## src/rv32i_instruction_decoder_macros.svh

```systemverilog
// assertion helpers for the decoder top level
`ifndef RV32I_INSTRUCTION_DECODER_MACROS_SVH
`define RV32I_INSTRUCTION_DECODER_MACROS_SVH

// same-cycle implication, quiet during reset
`define RVD_ASSERT_NOW(label, clk, rst_n, ante, cons, msg) \
    label: assert property (@(posedge clk) disable iff (!rst_n) (ante) |-> (cons)) \
        else $error(msg);

// next-cycle implication, quiet during reset
`define RVD_ASSERT_NEXT(label, clk, rst_n, ante, cons, msg) \
    label: assert property (@(posedge clk) disable iff (!rst_n) (ante) |=> (cons)) \
        else $error(msg);

`endif

```

## src/rvd_pkg.sv

```systemverilog
package rvd_pkg;

    localparam logic [31:0] HALT_WORD = 32'h0FF0_0513;

    // major opcodes
    localparam logic [6:0] OPC_OP     = 7'h33;
    localparam logic [6:0] OPC_OP_IMM = 7'h13;
    localparam logic [6:0] OPC_LOAD   = 7'h03;
    localparam logic [6:0] OPC_STORE  = 7'h23;
    localparam logic [6:0] OPC_BRANCH = 7'h63;
    localparam logic [6:0] OPC_LUI    = 7'h37;
    localparam logic [6:0] OPC_AUIPC  = 7'h17;
    localparam logic [6:0] OPC_JAL    = 7'h6F;
    localparam logic [6:0] OPC_JALR   = 7'h67;

    localparam logic [6:0] F7_BASE = 7'h00;
    localparam logic [6:0] F7_ALT  = 7'h20;

    localparam logic [2:0] F3_ADD = 3'd0;
    localparam logic [2:0] F3_SL  = 3'd1;
    localparam logic [2:0] F3_SR  = 3'd5;

    // operation numbers
    localparam logic [5:0] OP_ADD   = 6'd0;
    localparam logic [5:0] OP_SUB   = 6'd1;
    localparam logic [5:0] OP_SLL   = 6'd2;
    localparam logic [5:0] OP_SLT   = 6'd3;
    localparam logic [5:0] OP_SLTU  = 6'd4;
    localparam logic [5:0] OP_XOR   = 6'd5;
    localparam logic [5:0] OP_SRL   = 6'd6;
    localparam logic [5:0] OP_SRA   = 6'd7;
    localparam logic [5:0] OP_OR    = 6'd8;
    localparam logic [5:0] OP_AND   = 6'd9;
    localparam logic [5:0] OP_ADDI  = 6'd10;
    localparam logic [5:0] OP_SLTI  = 6'd11;
    localparam logic [5:0] OP_SLTIU = 6'd12;
    localparam logic [5:0] OP_XORI  = 6'd13;
    localparam logic [5:0] OP_ORI   = 6'd14;
    localparam logic [5:0] OP_ANDI  = 6'd15;
    localparam logic [5:0] OP_SLLI  = 6'd16;
    localparam logic [5:0] OP_SRLI  = 6'd17;
    localparam logic [5:0] OP_SRAI  = 6'd18;
    localparam logic [5:0] OP_LB    = 6'd19;
    localparam logic [5:0] OP_LH    = 6'd20;
    localparam logic [5:0] OP_LW    = 6'd21;
    localparam logic [5:0] OP_LBU   = 6'd22;
    localparam logic [5:0] OP_LHU   = 6'd23;
    localparam logic [5:0] OP_SB    = 6'd24;
    localparam logic [5:0] OP_SH    = 6'd25;
    localparam logic [5:0] OP_SW    = 6'd26;
    localparam logic [5:0] OP_BEQ   = 6'd27;
    localparam logic [5:0] OP_BNE   = 6'd28;
    localparam logic [5:0] OP_BLT   = 6'd29;
    localparam logic [5:0] OP_BGE   = 6'd30;
    localparam logic [5:0] OP_BLTU  = 6'd31;
    localparam logic [5:0] OP_BGEU  = 6'd32;
    localparam logic [5:0] OP_LUI   = 6'd33;
    localparam logic [5:0] OP_AUIPC = 6'd34;
    localparam logic [5:0] OP_JAL   = 6'd35;
    localparam logic [5:0] OP_JALR  = 6'd36;
    localparam logic [5:0] OP_HALT  = 6'd37;
    // marks an unused funct3 slot in the tables below
    localparam logic [5:0] OP_NONE  = 6'd63;

    // lookup by funct3
    localparam logic [5:0] R_OPS [8] = '{
        OP_ADD, OP_SLL, OP_SLT, OP_SLTU, OP_XOR, OP_SRL, OP_OR, OP_AND
    };
    localparam logic [5:0] OPIMM_OPS [8] = '{
        OP_ADDI, OP_SLLI, OP_SLTI, OP_SLTIU, OP_XORI, OP_SRLI, OP_ORI, OP_ANDI
    };
    localparam logic [5:0] LOAD_OPS [8] = '{
        OP_LB, OP_LH, OP_LW, OP_NONE, OP_LBU, OP_LHU, OP_NONE, OP_NONE
    };
    localparam logic [5:0] STORE_OPS [8] = '{
        OP_SB, OP_SH, OP_SW, OP_NONE, OP_NONE, OP_NONE, OP_NONE, OP_NONE
    };
    localparam logic [5:0] BRANCH_OPS [8] = '{
        OP_BEQ, OP_BNE, OP_NONE, OP_NONE, OP_BLT, OP_BGE, OP_BLTU, OP_BGEU
    };

    typedef struct packed {
        logic [31:0] instruction_word;
    } t_request;

    typedef struct packed {
        logic [5:0]  operation;
        logic        illegal;
        logic [4:0]  dest_reg;
        logic [4:0]  src1_reg;
        logic [4:0]  src2_reg;
        logic [31:0] immediate;
    } t_result;

endpackage

```

## src/rvd_decode.sv

```systemverilog
module rvd_decode
    import rvd_pkg::*;
(
    input  logic [31:0] i_word,
    output t_result     o_result
);

    logic [6:0]  opc;
    logic [2:0]  f3;
    logic [6:0]  f7;
    logic [4:0]  rd;
    logic [4:0]  rs1;
    logic [4:0]  rs2;
    logic [31:0] imm_i;
    logic [31:0] imm_s;
    logic [31:0] imm_b;
    logic [31:0] imm_u;
    logic [31:0] imm_j;
    logic [5:0]  op;
    t_result     dec;

    assign opc = i_word[6:0];
    assign rd  = i_word[11:7];
    assign f3  = i_word[14:12];
    assign rs1 = i_word[19:15];
    assign rs2 = i_word[24:20];
    assign f7  = i_word[31:25];

    assign imm_i = {{20{i_word[31]}}, i_word[31:20]};
    assign imm_s = {{20{i_word[31]}}, i_word[31:25], i_word[11:7]};
    assign imm_b = {{19{i_word[31]}}, i_word[31], i_word[7], i_word[30:25],
                    i_word[11:8], 1'b0};
    assign imm_u = {i_word[31:12], 12'b0};
    assign imm_j = {{11{i_word[31]}}, i_word[31], i_word[19:12], i_word[20],
                    i_word[30:21], 1'b0};

    always_comb begin
        op  = OP_NONE;
        dec = '0;
        if (i_word == HALT_WORD) begin
            op = OP_HALT;
        end else begin
            case (opc)
                OPC_OP: begin
                    if (f7 == F7_BASE) begin
                        op = R_OPS[f3];
                    end else if (f7 == F7_ALT && f3 == F3_ADD) begin
                        op = OP_SUB;
                    end else if (f7 == F7_ALT && f3 == F3_SR) begin
                        op = OP_SRA;
                    end
                    dec.dest_reg = rd;
                    dec.src1_reg = rs1;
                    dec.src2_reg = rs2;
                end
                OPC_OP_IMM: begin
                    if (f3 == F3_SL || f3 == F3_SR) begin
                        // shift amount sits in the rs2 slot
                        if (f7 == F7_BASE) begin
                            op = OPIMM_OPS[f3];
                        end else if (f7 == F7_ALT && f3 == F3_SR) begin
                            op = OP_SRAI;
                        end
                        dec.immediate = {27'b0, rs2};
                    end else begin
                        op = OPIMM_OPS[f3];
                        dec.immediate = imm_i;
                    end
                    dec.dest_reg = rd;
                    dec.src1_reg = rs1;
                end
                OPC_LOAD: begin
                    op = LOAD_OPS[f3];
                    dec.dest_reg  = rd;
                    dec.src1_reg  = rs1;
                    dec.immediate = imm_i;
                end
                OPC_STORE: begin
                    op = STORE_OPS[f3];
                    dec.src1_reg  = rs1;
                    dec.src2_reg  = rs2;
                    dec.immediate = imm_s;
                end
                OPC_BRANCH: begin
                    op = BRANCH_OPS[f3];
                    dec.src1_reg  = rs1;
                    dec.src2_reg  = rs2;
                    dec.immediate = imm_b;
                end
                OPC_LUI: begin
                    op = OP_LUI;
                    dec.dest_reg  = rd;
                    dec.immediate = imm_u;
                end
                OPC_AUIPC: begin
                    op = OP_AUIPC;
                    dec.dest_reg  = rd;
                    dec.immediate = imm_u;
                end
                OPC_JAL: begin
                    op = OP_JAL;
                    dec.dest_reg  = rd;
                    dec.immediate = imm_j;
                end
                OPC_JALR: begin
                    if (f3 == F3_ADD) begin
                        op = OP_JALR;
                    end
                    dec.dest_reg  = rd;
                    dec.src1_reg  = rs1;
                    dec.immediate = imm_i;
                end
                default: begin
                    op = OP_NONE;
                end
            endcase
        end

        if (op == OP_NONE) begin
            o_result         = '0;
            o_result.illegal = 1'b1;
        end else begin
            o_result           = dec;
            o_result.operation = op;
            o_result.illegal   = 1'b0;
        end
    end

endmodule

```

## config.mk

```make
export PLATFORM = sky130hd
export DESIGN_NAME = rvd_decode
export DESIGN_NICKNAME = d
export VERILOG_FILES = /design/src/rv32i_instruction_decoder_macros.svh /design/src/rvd_pkg.sv /design/src/rvd_decode.sv
export SDC_FILE = /design/constraint.sdc
export NUM_CORES = 1
export LEC_CHECK = 0
export ABC_CLOCK_PERIOD_IN_PS = 3300
export BUFFER_PORTS_ARGS = -buffer_cell sky130_fd_sc_hd__buf_2
export CAP_MARGIN = 20
export CORE_MARGIN = 2
export CORE_UTILIZATION = 40
export DETAILED_ROUTE_END_ITERATION = 6
export PLACE_DENSITY = 0.73
export SYNTH_ARGS = -nofsm -noshare
export SYNTH_HDL_FRONTEND = slang
export SYNTH_SLANG_ARGS = --single-unit
```

## constraint.sdc

```tcl
create_clock -name vclk -period 3.3
set_clock_uncertainty 0.2 [all_clocks]
set_input_delay 0.33 -clock vclk [all_inputs]
set_output_delay 0.33 -clock vclk [all_outputs]
set_load 0.02 [all_outputs]
```

* Yosys cells after proc, flatten, opt, wreduce, memory -nomap -nowiden
Memory sizes are Yosys's and may differ from the RTL's.
Index checks and enable logic that the tools add are counted.
** Storage, ports and cells
- Word-level logic and storage cells :: 57
- Bits of input ports :: 32
- Output and inout bits :: 54
- Bits in registers :: 0
- ROM bits :: 240
- Memories kept :: 5
** Memories
- (name not given) :: words 8, bits a word 6, read ports 1, clocked after memory_dff 0, wr ports 0, line rvd_decode.sv:85 : op = BRANCH_OPS[f3];
- (name not given) :: words 8, bits a word 6, read ports 1, clocked after memory_dff 0, wr ports 0, line rvd_decode.sv:79 : op = STORE_OPS[f3];
- (name not given) :: words 8, bits a word 6, read ports 1, clocked after memory_dff 0, wr ports 0, line rvd_decode.sv:73 : op = LOAD_OPS[f3];
- (name not given) :: words 8, bits a word 6, read ports 1, clocked after memory_dff 0, wr ports 0, line rvd_decode.sv:66 : op = OPIMM_OPS[f3];
- (name not given) :: words 8, bits a word 6, read ports 1, clocked after memory_dff 0, wr ports 0, line rvd_decode.sv:46 : op = R_OPS[f3];
** Cells by class
- Magnitude comparators :: 1
- Multiplexer cells :: 26
- Bitwise logic cells :: 1
- Eq/ne operators :: 14
- Reduce and logical (&&, ||, !) cells :: 10
** Operators with widths (number)
- 32-bit one-hot mux with 6 select lines :: 1
- 6-bit 2-to-1 mux :: 17
- 54-bit 2-to-1 mux :: 1
- 6-bit one-hot mux with 9 select lines :: 1
- 47-bit 2-to-1 mux :: 1
- 32-bit by 28-bit == test with 1-bit output, second input constant :: 1
- 32-bit 2-to-1 mux :: 1
- 7-bit by 6-bit == test with 1-bit output, second input constant :: 4
- 7-bit == test, second input constant :: 3
- 5-bit 2-to-1 mux :: 4
- 7-bit by 5-bit == test with 1-bit output, second input constant :: 2
- 7-bit by 2-bit == test with 1-bit output, second input constant :: 1
- 7-bit logical NOT :: 1
- 7-bit OR reduction :: 1
- 6-bit == test, second input constant :: 1
- 6-bit OR reduction :: 1
- 4-bit >= comparator, second input constant :: 1
- 3-bit inverter with 4-bit output :: 1
- 2-bit OR reduction :: 2
- 3-bit by 1-bit == test with 1-bit output, second input constant :: 1
- 3-bit == test, second input constant :: 1
- 3-bit logical NOT :: 1
- 3-bit OR reduction :: 1
- 1-bit logical AND :: 2
- 1-bit logical OR :: 1

* Depth between registers and ports, before layout
- Depth after elaboration :: 10
- Depth in mapped cells :: 12
- Mapped depth without buffers :: 9

* Least setup slack after synthesis
Ideal clock, no wire load.
- Path kind :: input -> output
- Start point :: in i_word[6]
- End point :: out o_result[13] (netlist bit)
- Data required time :: 2.770 ns
- Arrival :: 2.656 ns
- Path buffers :: 5
- Setup slack :: 0.114 ns
- Stages on the path :: 12
- Cell sequence :: buf_4 and4b_1 clkbuf_2 and3b_1 clkbuf_2 a21o_1 buf_6 or4_4 nor3_4 nor4_4 buf_6 a21oi_1
** RTL lines
- start: declaration :: line rvd_decode.sv:4 : input logic [31:0] i_word,
- end: declaration :: line rvd_decode.sv:5 : output t_result o_result

==> metrics <==
clk_buf instances=0; share of cells above drive strength 1=0.414; Nets=416; post-DR vias/cell=5.64; FF+latch count=0; Die Height=67.2 um; initial core utilization=0.426; post-detailed-route wirelength per cell=15.0 um; Die ar.=4510 um2; most common library cell in the layout ignoring fill and taps=buf_2; CP endpoint kind=output pin; final hold viol count=0; Core Area=3740 um2; Syn Area/Cell=approximately 6.0 um2; FP Rows=22; Synth area leaders=nand2_1, nor2_1, ha_1, a21oi_2, a21oi_1; sequential share of the synthesized area=0; FF/Latch Area=0 um2; Mapped Area=1600 um2; via count=between 2000 and 2500; post-synthesis instance total=roughly 270; biggest area consumer among synthesized cells=nand2_1; Crit Path Max Fanout=16; ant diodes=0; Starting DRT DRC Count=around 180; Fin Setup TNS=0 ns; max_slew headroom=0.589; drt drc=0; Slew Limit Fails=0; GP Congestion=roughly 1.1; Arr. time, crit path=about 2.7 ns; unrepaired setup endpoints after global routing=yes; PortBufs=86; Syn. warnings=0; Antenna Nets Post-Route=0; startpoint types=input pin; critical path class=input pin to output pin; hold buffer count at cts=0; Power Dens Cells=roughly 110 nW/um2; Area Growth Syn to Fin=49.3%; fmax=306 MHz; Detailed Place HPWL=5090 um; Setup Viol. Count Final=0; routed wire length=6330 um; Initial DRT Pass Iterations=4; Total Routing Usage GR=0.268; antenna violations before repair=0; Final Cycle Share=0.990; Netlist cell types=57; I/O pins=86; smallest hold slack=0.800 ns; fin crit period=approximately 3.3 ns; filler instances=367; first-pass GRT wire length=around 10000 um; total power=0.266 mW; Hold Path Class=input pin to output pin; most frequent cells in the layout=buf_2, nand2_1, buf_4; Leak=approximately 1.1 nW; outcome=completed; number of global-route vias before repair=2156; Multi-input gate area=1520 um2; GRT overflow=0; largest net degree at the start of global routing=27; Mapped Nets=308; Die X=roughly 67 um; max cap viols=0; top-area cell type share of the netlist area=0.136; Max IR drop VDD=roughly 0.067 mV; Worst Max-Slew Pin Slew=0.610 ns; Worst Path Required=2.77 ns
power breakdown:
| group | total (mW) | switching (mW) | leakage [nW] | internal (mW) |
|---|---|---|---|---|
| clock | 0 | 0 | 0 | 0 |
| combinational | 0.266 | 0.158 | 1.13 | 0.108 |
| sequential | 0 | 0 | 0 | 0 |
| total | 0.266 | 0.158 | 1.13 | 0.108 |
synth_stat cells, types with 2 or more instances:
cell,count
a22o_1,4
o31ai_1,2
a21oi_1,17
nand4_1,3
inv_1,4
a21oi_2,11
buf_6,6
o211a_1,2
nor4_1,5
mux2i_1,2
nand2b_1,9
nor2b_1,4
nor2_1,45
nand3_1,8
ha_1,8
and3_1,3
nand3b_1,3
clkbuf_1,11
clkbuf_2,2
nand4b_1,3
o21ai_0,7
or3_1,4
a21o_1,4
nand2_1,58
or4_1,3
o21ai_1,2
o22ai_1,4
o311ai_0,3
and4b_1,2
nor3_1,2
path summary, 6_finish.rpt:
| check | from | endpoint | slack (ns) | cells past startpoint |
|---|---|---|---|---|
| max | i_word[29] | o_result[38] | 0.03 | 12 |
| min | i_word[15] | o_result[37] | 0.80 | 4 |
metrics by stage:
stage / cells / area [um2] / setup WS [ns] / util
after detailed placement: 420 / 2270 / -0.0146 / 0.607
after CTS: 422 / 2290 / 0.00691 / 0.612
after global placement: 420 / 2270 / 0.0324 / 0.607
after global routing: 422 / 2380 / -0.0556 / 0.637
after floorplan: 268 / 1600 / 0.114 / -
final: 422 / 2380 / 0.0331 / 0.637
repair_timing:
action,4_1_cts,5_1_grt
endpoints found under the hold margin,0,0
pin swaps,2,6
gates resized for setup,1,28
buffers inserted,2,0
setup endpoints to repair,36,54
area by class of cell:
class	count	area share
Timing Repair Buffer	126	0.331
Inverter	4	0.00630
Tap cell	48	0.0252
Multi-Input combinational cell	244	0.638
worst max-delay path, cell delays in order:
cell	delay, ns
buf_2	0.13
or4_1	0.57
o21ai_1	0.24
buf_4	0.17
o211a_1	0.14
o22ai_1	0.11
o21ai_0	0.31
nor4_4	0.09
buf_4	0.17
buf_12	0.14
nor2_1	0.14
buf_2	0.20
cells by family (layout without fill, tap and decap cells):
| logic type | Yosys count | after routing | synth area share |
|---|---|---|---|
| and+or+nand+nor | 162 | 162 | 0.512 |
| adders and majority gates | 8 | 8 | 0.0627 |
| AOI/OAI and AO/OA | 71 | 71 | 0.319 |
| xor gates and xnor gates | 1 | 1 | 0.00549 |
| muxes | 2 | 2 | 0.0125 |
| buffers and inverters | 24 | 130 | 0.0886 |
per-layer routing:
layer | global-route usage | vias to the layer above | wire [um]
met1 | 0.348 | 1091 | 2700
met3 | 0.0133 | 6 | 457
met2 | 0.489 | 100 | 3110
met4 | 0.0561 | 0 | 70
li1 | - | 1182 | -
met5 | 0 | - | 0
No activity file was read; power rests on OpenSTA's default activity.
